**config.mk**
```make
export PLATFORM = sky130hd
export DESIGN_NAME = positional_list_engine
export DESIGN_NICKNAME = d
export VERILOG_FILES = /design/src/sv/ple_pkg.sv /design/src/sv/ple_ctrl.sv /design/src/sv/ple_datapath.sv /design/src/sv/positional_list_engine.sv
export SDC_FILE = /design/constraint.sdc
export NUM_CORES = 2
export LEC_CHECK = 0
export BUFFER_PORTS_ARGS = -buffer_cell sky130_fd_sc_hd__buf_4
export CORE_UTILIZATION = 45
export DETAILED_ROUTE_END_ITERATION = 16
export HOLD_SLACK_MARGIN = 0.03
export PLACE_DENSITY = 0.6
export SLEW_MARGIN = 20
export SYNTH_ARGS = -nofsm -noshare
export SYNTH_HDL_FRONTEND = slang
export SYNTH_HIERARCHICAL = 1
export SYNTH_SLANG_ARGS = --single-unit
```
**constraint.sdc**
```tcl
create_clock -name clk_i -period 7.85 [get_ports clk_i]
set_clock_uncertainty 0.1 [all_clocks]
set_input_delay 0.785 -clock clk_i [delete_from_list [all_inputs] [get_ports clk_i]]
set_output_delay 0.785 -clock clk_i [all_outputs]
set_load 0.02 [all_outputs]
```
**src/sv/ple_pkg.sv**
```systemverilog
package ple_pkg;

  localparam int unsigned CAPACITY = 32;
  localparam int unsigned ADDR_W   = (CAPACITY > 1) ? $clog2(CAPACITY) : 1;
  localparam int unsigned CNT_W    = $clog2(CAPACITY + 1);
  localparam int unsigned POS_W    = 6;
  localparam int unsigned LEN_W    = 6;
  localparam int unsigned CMP_W    = ((POS_W > CNT_W) ? POS_W : CNT_W) + 1;

  typedef enum logic [1:0] {
    REQ_INSERT = 2'd0,
    REQ_DELETE = 2'd1,
    REQ_READ   = 2'd2
  } req_e;

  typedef enum logic [1:0] {
    ST_OK    = 2'd0,
    ST_FULL  = 2'd1,
    ST_EMPTY = 2'd2,
    ST_RANGE = 2'd3
  } status_e;

  typedef enum logic [2:0] {
    S_IDLE,
    S_CHECK,
    S_FETCH,
    S_GRAB,
    S_MOVE,
    S_DRAIN,
    S_PLACE,
    S_DONE
  } state_e;

  typedef enum logic [1:0] {
    PTR_INS,
    PTR_FETCH,
    PTR_DEL
  } ptr_sel_e;

  typedef struct packed {
    logic [1:0]         req_type;
    logic [POS_W-1:0]   position;
    logic [63:0]        coef_bits;
    logic signed [15:0] exponent;
  } in_t;

  typedef struct packed {
    logic [1:0]         status;
    logic [63:0]        out_coef_bits;
    logic signed [15:0] out_exponent;
    logic [LEN_W-1:0]   length;
    logic               is_full;
    logic               is_empty;
  } out_t;

  typedef struct packed {
    logic [63:0]        coef;
    logic signed [15:0] expo;
  } term_t;

  typedef struct packed {
    logic     load_req;
    logic     ptr_load;
    ptr_sel_e ptr_sel;
    logic     rd_en;
    logic     shift;
    logic     grab;
    logic     wr_new;
    logic     out_load;
  } cmd_t;

  typedef struct packed {
    status_e chk;
    logic    is_ins;
    logic    is_rd;
    logic    no_moves;
    logic    last_move;
  } sts_t;

endpackage

```
**src/sv/ple_ctrl.sv**
```systemverilog
module ple_ctrl (
  input  logic              clk_i,
  input  logic              rst_ni,
  input  logic              in_valid_i,
  output logic              in_ready_o,
  output logic              out_valid_o,
  input  logic              out_ready_i,
  input  ple_pkg::sts_t     sts_i,
  output ple_pkg::cmd_t     cmd_o
);

  ple_pkg::state_e state_q, state_d;
  logic            out_valid_q, out_valid_d;

  always_ff @(posedge clk_i or negedge rst_ni) begin
    if (!rst_ni) begin
      state_q     <= ple_pkg::S_IDLE;
      out_valid_q <= 1'b0;
    end else begin
      state_q     <= state_d;
      out_valid_q <= out_valid_d;
    end
  end

  always_comb begin
    state_d    = state_q;
    cmd_o      = '0;
    cmd_o.ptr_sel = ple_pkg::PTR_INS;
    in_ready_o = 1'b0;
    unique case (state_q)
      ple_pkg::S_IDLE: begin
        in_ready_o = 1'b1;
        if (in_valid_i) begin
          cmd_o.load_req = 1'b1;
          state_d        = ple_pkg::S_CHECK;
        end
      end
      ple_pkg::S_CHECK: begin
        if (sts_i.chk != ple_pkg::ST_OK) begin
          state_d = ple_pkg::S_DONE;
        end else if (sts_i.is_ins) begin
          if (sts_i.no_moves) begin
            state_d = ple_pkg::S_PLACE;
          end else begin
            cmd_o.ptr_load = 1'b1;
            cmd_o.ptr_sel  = ple_pkg::PTR_INS;
            state_d        = ple_pkg::S_MOVE;
          end
        end else begin
          cmd_o.ptr_load = 1'b1;
          cmd_o.ptr_sel  = ple_pkg::PTR_FETCH;
          state_d        = ple_pkg::S_FETCH;
        end
      end
      ple_pkg::S_FETCH: begin
        cmd_o.rd_en = 1'b1;
        state_d     = ple_pkg::S_GRAB;
      end
      ple_pkg::S_GRAB: begin
        cmd_o.grab = 1'b1;
        if (sts_i.is_rd || sts_i.no_moves) begin
          state_d = ple_pkg::S_DONE;
        end else begin
          cmd_o.ptr_load = 1'b1;
          cmd_o.ptr_sel  = ple_pkg::PTR_DEL;
          state_d        = ple_pkg::S_MOVE;
        end
      end
      ple_pkg::S_MOVE: begin
        cmd_o.rd_en = 1'b1;
        cmd_o.shift = 1'b1;
        if (sts_i.last_move) begin
          state_d = ple_pkg::S_DRAIN;
        end
      end
      ple_pkg::S_DRAIN: begin
        state_d = sts_i.is_ins ? ple_pkg::S_PLACE : ple_pkg::S_DONE;
      end
      ple_pkg::S_PLACE: begin
        cmd_o.wr_new = 1'b1;
        state_d      = ple_pkg::S_DONE;
      end
      ple_pkg::S_DONE: begin
        if (!out_valid_q || out_ready_i) begin
          cmd_o.out_load = 1'b1;
          state_d        = ple_pkg::S_IDLE;
        end
      end
      default: state_d = ple_pkg::S_IDLE;
    endcase
  end

  always_comb begin
    out_valid_d = out_valid_q;
    if (cmd_o.out_load) begin
      out_valid_d = 1'b1;
    end else if (out_ready_i) begin
      out_valid_d = 1'b0;
    end
  end

  assign out_valid_o = out_valid_q;

endmodule

```
**src/sv/ple_datapath.sv**
```systemverilog
module ple_datapath (
  input  logic          clk_i,
  input  logic          rst_ni,
  input  ple_pkg::in_t  in_i,
  input  ple_pkg::cmd_t cmd_i,
  output ple_pkg::sts_t sts_o,
  output ple_pkg::out_t out_o
);

  localparam int unsigned AW = ple_pkg::ADDR_W;
  localparam int unsigned CW = ple_pkg::CNT_W;
  localparam int unsigned XW = ple_pkg::CMP_W;

  ple_pkg::term_t  mem_q [ple_pkg::CAPACITY];
  ple_pkg::in_t    req_q;
  ple_pkg::term_t  rd_q;
  ple_pkg::term_t  res_q;
  ple_pkg::out_t   out_q;
  logic [AW-1:0]   ptr_q;
  logic [AW-1:0]   src_q;
  logic            mv_q;
  logic [CW-1:0]   count_q, count_d;

  logic [XW-1:0]   pos_x, cnt_x;
  logic [AW-1:0]   pos_m1, cnt_m1, pos_a;
  logic            is_ins, is_del, is_rd;
  ple_pkg::status_e chk;
  logic            wr_en;
  logic [AW-1:0]   wr_addr, dst_addr, ptr_init;
  ple_pkg::term_t  wr_data;

  assign pos_x  = XW'(req_q.position);
  assign cnt_x  = XW'(count_q);
  assign pos_m1 = AW'(pos_x - XW'(1));
  assign cnt_m1 = AW'(cnt_x - XW'(1));
  assign pos_a  = AW'(pos_x);
  assign is_ins = (req_q.req_type == ple_pkg::REQ_INSERT);
  assign is_del = (req_q.req_type == ple_pkg::REQ_DELETE);
  assign is_rd  = (req_q.req_type == ple_pkg::REQ_READ);

  always_comb begin
    unique case (req_q.req_type)
      ple_pkg::REQ_INSERT: begin
        if (cnt_x == XW'(ple_pkg::CAPACITY)) begin
          chk = ple_pkg::ST_FULL;
        end else if (pos_x == '0 || pos_x > cnt_x + XW'(1)) begin
          chk = ple_pkg::ST_RANGE;
        end else begin
          chk = ple_pkg::ST_OK;
        end
      end
      ple_pkg::REQ_DELETE, ple_pkg::REQ_READ: begin
        if (cnt_x == '0) begin
          chk = ple_pkg::ST_EMPTY;
        end else if (pos_x == '0 || pos_x > cnt_x) begin
          chk = ple_pkg::ST_RANGE;
        end else begin
          chk = ple_pkg::ST_OK;
        end
      end
      default: chk = ple_pkg::ST_RANGE;
    endcase
  end

  assign sts_o.chk       = chk;
  assign sts_o.is_ins    = is_ins;
  assign sts_o.is_rd     = is_rd;
  assign sts_o.no_moves  = is_ins ? (pos_x == cnt_x + XW'(1)) : (pos_x == cnt_x);
  assign sts_o.last_move = is_ins ? (ptr_q == pos_m1) : (ptr_q == cnt_m1);

  always_comb begin
    unique case (cmd_i.ptr_sel)
      ple_pkg::PTR_INS:   ptr_init = cnt_m1;
      ple_pkg::PTR_FETCH: ptr_init = pos_m1;
      ple_pkg::PTR_DEL:   ptr_init = pos_a;
      default:            ptr_init = pos_m1;
    endcase
  end

  // shifted entry lands one place up on insert, one place down on delete
  assign dst_addr = is_ins ? (src_q + AW'(1)) : (src_q - AW'(1));
  assign wr_en    = mv_q | cmd_i.wr_new;
  assign wr_addr  = cmd_i.wr_new ? pos_m1 : dst_addr;
  assign wr_data  = cmd_i.wr_new ? ple_pkg::term_t'{coef: req_q.coef_bits,
                                                    expo: req_q.exponent} : rd_q;

  always_ff @(posedge clk_i) begin
    if (wr_en) begin
      mem_q[wr_addr] <= wr_data;
    end
    if (cmd_i.rd_en) begin
      rd_q  <= mem_q[ptr_q];
      src_q <= ptr_q;
    end
  end

  always_ff @(posedge clk_i) begin
    if (cmd_i.load_req) begin
      req_q <= in_i;
      res_q <= '0;
    end else if (cmd_i.grab) begin
      res_q <= rd_q;
    end
    if (cmd_i.ptr_load) begin
      ptr_q <= ptr_init;
    end else if (cmd_i.rd_en && cmd_i.shift) begin
      ptr_q <= is_ins ? (ptr_q - AW'(1)) : (ptr_q + AW'(1));
    end
    if (cmd_i.out_load) begin
      out_q.status        <= chk;
      out_q.out_coef_bits <= res_q.coef;
      out_q.out_exponent  <= res_q.expo;
      out_q.length        <= ple_pkg::LEN_W'(count_d);
      out_q.is_full       <= (count_d == CW'(ple_pkg::CAPACITY));
      out_q.is_empty      <= (count_d == '0);
    end
  end

  always_comb begin
    count_d = count_q;
    if (cmd_i.out_load && chk == ple_pkg::ST_OK) begin
      if (is_ins) begin
        count_d = count_q + CW'(1);
      end else if (is_del) begin
        count_d = count_q - CW'(1);
      end
    end
  end

  always_ff @(posedge clk_i or negedge rst_ni) begin
    if (!rst_ni) begin
      count_q <= '0;
      mv_q    <= 1'b0;
    end else begin
      count_q <= count_d;
      mv_q    <= cmd_i.rd_en & cmd_i.shift;
    end
  end

  assign out_o = out_q;

endmodule

```
**src/sv/positional_list_engine.sv**
```systemverilog
// Bounded list of up to CAPACITY polynomial terms with insert, delete and read at a
// 1-based position. One request is handled at a time and each gives one result item.
// The terms sit in a memory that reads one entry and writes one entry per cycle, so a
// shift moves one term per cycle. After acceptance and the check, an error goes
// straight to the result; a read, or a delete of the last term, fetches and grabs the
// term; an insert at the end places the new term; any other insert shifts the later
// terms up, drains and places it; any other delete fetches, grabs, shifts the later
// terms down and drains. A result that has not been taken holds the next request
// in its last cycle. A new item is taken while the previous result still waits.
module positional_list_engine (
  input  logic          clk_i,
  input  logic          rst_ni,
  input  logic          in_valid_i,
  output logic          in_ready_o,
  input  ple_pkg::in_t  in_i,
  output logic          out_valid_o,
  input  logic          out_ready_i,
  output ple_pkg::out_t out_o
);

  ple_pkg::cmd_t cmd;
  ple_pkg::sts_t sts;

  ple_ctrl u_ctrl (
    .clk_i       (clk_i),
    .rst_ni      (rst_ni),
    .in_valid_i  (in_valid_i),
    .in_ready_o  (in_ready_o),
    .out_valid_o (out_valid_o),
    .out_ready_i (out_ready_i),
    .sts_i       (sts),
    .cmd_o       (cmd)
  );

  ple_datapath u_datapath (
    .clk_i  (clk_i),
    .rst_ni (rst_ni),
    .in_i   (in_i),
    .cmd_i  (cmd),
    .sts_o  (sts),
    .out_o  (out_o)
  );

  // one request in flight at a time
  a_one_at_a_time: assert property (@(posedge clk_i) disable iff (!rst_ni)
    in_valid_i && in_ready_o |=> !in_ready_o)
    else $error("item accepted while another is in progress");

  a_err_no_data: assert property (@(posedge clk_i) disable iff (!rst_ni)
    out_valid_o && out_o.status != ple_pkg::ST_OK |->
      out_o.out_coef_bits == '0 && out_o.out_exponent == '0)
    else $error("error result carries term data");

  a_flags: assert property (@(posedge clk_i) disable iff (!rst_ni)
    out_valid_o |-> !(out_o.is_full && out_o.is_empty) &&
      (out_o.is_empty == (out_o.length == '0)))
    else $error("full and empty flags disagree with length");

endmodule
```
* Word level (Yosys, flattened, before mapping)
Memories as Yosys holds them, arrays and structs flattened. A register that Yosys moved wholly into a read port is not among the register bits. Cells that the tools add are included.
Cells by class: add/subtract/negate cells 9, order comparisons 2, equality and inequality tests 19, muxes and demuxes 44, bitwise gates (word level) 2, reductions and logical operators 20
Operator list (count):
- $mux 80 | 1
- $mux 3 | 9
- $mux 5 | 5
- $pmux 3 s8 | 1
- $sub 5x1->5 const B | 4
- $mux 6 | 3
- $mux 1 | 16
- $logic_not 7->1 | 2
- $eq 3x3->1 const B | 4
- $eq 6x6->1 const B | 2
- $mux 2 | 6
- $add 5x1->5 const B | 2
- $eq 5x5->1 | 2
- $pmux 5 s2 | 1
- $add 6x1->7 const B | 1
- $eq 6x7->1 | 1
- $gt 6x7->1 | 1
- $add 6x1->6 const B | 1
- $eq 3x2->1 const B | 2
- $eq 6x6->1 | 1
- $gt 6x6->1 | 1
- $logic_not 2->1 | 3
- $logic_not 6->1 | 1
- $pmux 3 s2 | 1
- 16 further kinds | 25
Storage, ports and cells: flip-flop bits (word level) 279, bits in writable memories 2560, output and inout port bits 92, word-level logic and storage cells 115, memories kept 1
Memories:
- u_datapath.mem_q | depth 32, bits a word 80, read ports 1, clocked after memory_dff 1, wr ports 1, line ple_datapath.sv:14 | ple_pkg::term_t mem_q [ple_pkg::CAPACITY];

* Longest topological paths before layout
word-level depth 12, gate-level depth with buffers 17, mapped depth without buffers 15

* Cells and area by module
The synthesis kept the hierarchy.
Modules (own cells, without submodules):
- ple_datapath | times used 1, cells an instance 4529, area each 110422.2 um2, sequential area each 86698.2 um2
- ple_ctrl | times used 1, cells an instance 43, area each 364.1 um2, sequential area each 100.1 um2

* Least setup slack after synthesis
No wires, ideal clock.
path kind flip-flop to flip-flop, start point register u_datapath/req_q[86] (netlist name), end point memory u_datapath/mem_q[17][0] (netlist name) (enable), data arrival time 5909 ps, required time 7231 ps, path slack 1322 ps, stages on the path, launching flop included 13, clock period less this slack 6528 ps, cells stage by stage edfxtp_1 inv_1 ha_1 clkbuf_1 inv_1 ha_1 nor2b_1 o21ai_0 a21oi_1 o31a_1 nor2_1 nand2_1 nor2_1
On the way: cells in the longest elaborated chain, start to end 3
RTL lines:
- start: declaration | line ple_datapath.sv:15 | ple_pkg::in_t req_q;
- start signal: assignment | line ple_datapath.sv:99 | req_q <= in_i;
- $logic_not 2->1 | line ple_datapath.sv:37 | assign is_ins = (req_q.req_type == ple_pkg::REQ_INSERT);
- named net u_datapath.is_ins | line ple_datapath.sv:26 | logic is_ins, is_del, is_rd;
- $mux 5 | line ple_datapath.sv:81 | assign dst_addr = is_ins ? (src_q + AW'(1)) : (src_q - AW'(1));
- $mux 5 | line ple_datapath.sv:83 | assign wr_addr = cmd_i.wr_new ? pos_m1 : dst_addr;
- end: declaration | line ple_datapath.sv:14
The timed path passes the listed nets, and every way through them passes these cells.

==> results.env <==
STATUS='finished clean'
HP-CLASS='input pin to async pin'
FINALWORSTSETUPSLACK_PS=2980
WORSTPATHARRIVAL_PS=5300
OVERFLOW=0
GRT_MAX_DEGREE=116
GLOBAL_ROUTE_WIRE_LENGTH_BEFORE_REPAIR_UM=378000
GLOBALROUTETOTALUTIL=0.213
DRT.ANTENNA.VIOLATING_NETS=0
FILL_CELLS=18500
DRT_FIRST_PASS_ITERS=5
START_UTIL=0.454
YOSYS.AREA.TOP_TYPE_SHARE=0.767
INITIALDRTVIOLATIONCOUNT=5699
TNS_PS=0
NUMCTSBUFFERS=316
TIMING.CRITICAL_PATH.FANOUT_MAX=43
POST-PLACE-WS_PS=2980
POSTROUTEWIRELENGTH_UM=263000
DIE_FOOTPRINT_SQ_UM=248000
MAXCAPVIOLCOUNT=0
CLK_PATH_BUF_DEPTH=4
TIMING.CRITICAL_PATH.CELLS='inv_1 -> ha_1 -> buf_4 -> inv_1 -> ha_1 -> nor2b_1 -> o21ai_0 -> and3_1 -> o31ai_1 -> nor2_1 -> nand2_1 -> nor2_4 -> buf_4'
DP.FINAL_HPWL_UM=133000
SYNTH-ASYNC-RESET-RATIO=0.00377
GRT_PASS1_VIAS=51400
VIAS_PER_CELL=5.90
REMAINING_MAX_SLEW_BUDGET_AT_THE_TIGHTEST_PIN=0.245
STARTPOINT_TYPE='flop'
GRT_SETUP_UNREPAIRED='no'
YOSYS_WARNINGS=6
PLACE.GP.CONGESTION=0.738
CLOCK_PIN_TRANSITION_ON_THE_WORST_SETUP_AND_HOLD_TIMING_PATHS_PS=60
DIE_Y_UM=498
CTS_SINKS=2919
PEAK_IR_DROP_ON_THE_VDD_NETWORK_mV=0.256
MAPPEDNETLISTAREA_SQ_UM=111000
GRT_ANTENNA_BEFORE_REPAIR=8
SYN-MEAN-INSTANCE-AREA_SQ_UM=24.2
LAYOUT.NETS=5151
TOP_PORTS=184
CTS_RESIZED=0
FMAX_GHz=0.206
NUMPORTBUFFERS=183
LAYOUT.CELLS.MOST_COMMON_LIST='2828 x sky130_fd_sc_hd__edfxtp_1, 797 x sky130_fd_sc_hd__mux4_2, 323 x sky130_fd_sc_hd__clkbuf_16'
POST-SYNTH-TOP-AREA-CELL='sky130_fd_sc_hd__edfxtp_1'
POSTCTSHOLDBUFS=89
CLOCK_LATENCY_PS=920
SYNTH-EDFF-COUNT=2828
SYNTH_SEQ_AREA_SHARE=0.783
WORST_PATH_MAX_STAGE_DELAY_PS=870
FINALCRITICALPERIOD_PS=4870
TIMING.FINAL.SETUP_VIOLATIONS=0
ROUTE.DETAILED.WL_PER_INST_UM=31.0
MOSTFREQUENTLAYOUTCELL='sky130_fd_sc_hd__edfxtp_1'
CRIT_PATH_END_KIND='flop'
DOMINANTREGCELLSYNTH='sky130_fd_sc_hd__edfxtp_1'
FINALCRITPERIODSHARE=0.620
CRITPATHREQUIREDTIME_PS=8280
FINALHOLDVIOLCOUNT=0
DETAIL_ROUTE.DRC_VIOLATIONS=0
CTS-ROOT-BUF='sky130_fd_sc_hd__clkbuf_16'
FLOORPLAN.DIE.WIDTH_UM=498
WORST_SLEW_PIN_SLEW_PS=1130
AREA_GROWTH_SYN_TO_LAYOUT_PCT=14.9
WORST_PATH_MAX_DELAY_CELL='sky130_fd_sc_hd__buf_4'
CTS_MAX_LEVEL=5
POST_ROUTE_CELLS_DRIVE_ABOVE_1_SHARE=0.327
WORST_HOLD_SLACK_PS=190
CTS_TREE='done'
CRITICAL_PATH_CLASS='flop to flop'
SYNTH_CELLS=4572
SYNTH_FP_NETS=4692
NUM_ROWS=181
POSTCTSSETUPREPAIRBUFS=0
P_LEAK_nW=40.0
VIA_COUNT=50000
TIMING_MAX_TRANSITION_VIOLATIONS_FINAL=0
POWER_DENSITY_nW_PER_UM2=362
CORE_SQ_UM=244000
SYNTH_AREA_LEADERS='sky130_fd_sc_hd__edfxtp_1 77%, sky130_fd_sc_hd__mux4_2 16%, sky130_fd_sc_hd__mux2_2 1.6%, sky130_fd_sc_hd__dfxtp_1 1.4%, sky130_fd_sc_hd__mux2i_1 0.79%'
FFS_LATCHES_SYNTH=2919
SYNTH.LIB_CELLS_USED.DISTINCT=60
## per-layer routing
metal	track usage	vias to the layer above	wire [um]
li1	-	20400	-
met1	0.312	27300	113000
met2	0.336	1888	126000
met3	0.0365	382	18000
met4	0.0487	0	5170
met5	0	-	0
## stage by stage
| stage | std cells | total power, mW | cell area (sq um) | utilization |
|---|---|---|---|---|
| after detailed placement | 7826 | 32.3 | 117000 | 0.478 |
| after global routing | 8471 | 47.8 | 127000 | 0.522 |
| after global placement | 7826 | 32.1 | 117000 | 0.478 |
| after CTS | 8469 | 46.6 | 127000 | 0.522 |
| final | 8472 | 46.1 | 127000 | 0.522 |
| after floorplan | 4572 | 28.4 | 111000 | - |
## Yosys cell counts (8+ instances only)
master,count
sky130_fd_sc_hd__clkbuf_1,130
sky130_fd_sc_hd__nor2_1,136
sky130_fd_sc_hd__nor2b_1,8
sky130_fd_sc_hd__buf_4,10
sky130_fd_sc_hd__edfxtp_1,2828
sky130_fd_sc_hd__nand3_1,8
sky130_fd_sc_hd__buf_6,17
sky130_fd_sc_hd__buf_1,25
sky130_fd_sc_hd__dfxtp_1,80
sky130_fd_sc_hd__buf_2,49
sky130_fd_sc_hd__o21ai_0,17
sky130_fd_sc_hd__mux4_2,797
sky130_fd_sc_hd__inv_1,25
sky130_fd_sc_hd__dfrtp_1,11
sky130_fd_sc_hd__nand2_1,25
sky130_fd_sc_hd__mux2_2,162
sky130_fd_sc_hd__ha_1,26
sky130_fd_sc_hd__xnor2_1,23
sky130_fd_sc_hd__mux2i_1,87
sky130_fd_sc_hd__a21oi_1,18
## registers in the layout, summed over array words and instances, names as in the netlist
| name | flops |
|---|---|
| u_ctrl/out_valid_o | 1 |
| u_ctrl/state_q | 3 |
| u_datapath/count_q | 6 |
| u_datapath/mem_q | 2560 |
| u_datapath/mv_q | 1 |
| u_datapath/out_o | 90 |
| u_datapath/pos_a | 5 |
| u_datapath/pos_x | 1 |
| u_datapath/ptr_q | 5 |
| u_datapath/rd_q | 80 |
| u_datapath/req_q | 82 |
| u_datapath/res_q | 80 |
| u_datapath/src_q | 5 |
## cells by family after synthesis
| kind of cell | synth area share |
|---|---|
| and+or+nand+nor | 0.00896 |
| adders and majority gates | 0.00330 |
| buffers and inverters | 0.0107 |
| xor gates and xnor gates | 0.00229 |
| DFF | 0.783 |
| muxes | 0.187 |
| AOI/OAI and AO/OA | 0.00420 |
## path summary, 6_finish.rpt
check	from	end	slack (ps)	cells past startpoint
setup reg to reg	u_datapath/req_q[86]	u_datapath/mem_q[1][53]	2980	13
max in group asynchronous	rst_ni	u_datapath/mv_q	7280	2
min in group clk_i	out_ready_i	u_ctrl/out_valid_o	200	3
hold / removal	rst_ni	u_datapath/count_q[2]	190	2
setup / recovery	u_datapath/req_q[86]	u_datapath/mem_q[1][53]	2980	13
hold reg to reg	u_datapath/res_q[17]	u_datapath/out_o[25]	330	0
## layout make-up
class	instances	area [sq um]	area share
well taps	3202	4010	0.0315
inverters	25	93.8	0.000737
diodes	3	7.51	0.0000590
repair buffers	372	3450	0.0271
flip-flops and latches	2919	86800	0.682
multi-input cells	1397	23100	0.181
clock buffers	404	8490	0.0667
clock inverters	150	1360	0.0106
## critical path, delay by kind of cell (launching register included)
kind                       cells  cell delay [ps]
buffers and inverters          4             1560
and+or+nand+nor                5             1520
adders and majority gates      2              520
DFF                            1              420
AOI/OAI and AO/OA              2              290
## power breakdown
group	internal, mW	switching (mW)	total (mW)
Sequential	21.0	0.545	21.5
Clock	8.40	5.86	14.3
Combinational	3.78	6.56	10.3
Note: power is estimated with default switching activity, not from simulation.
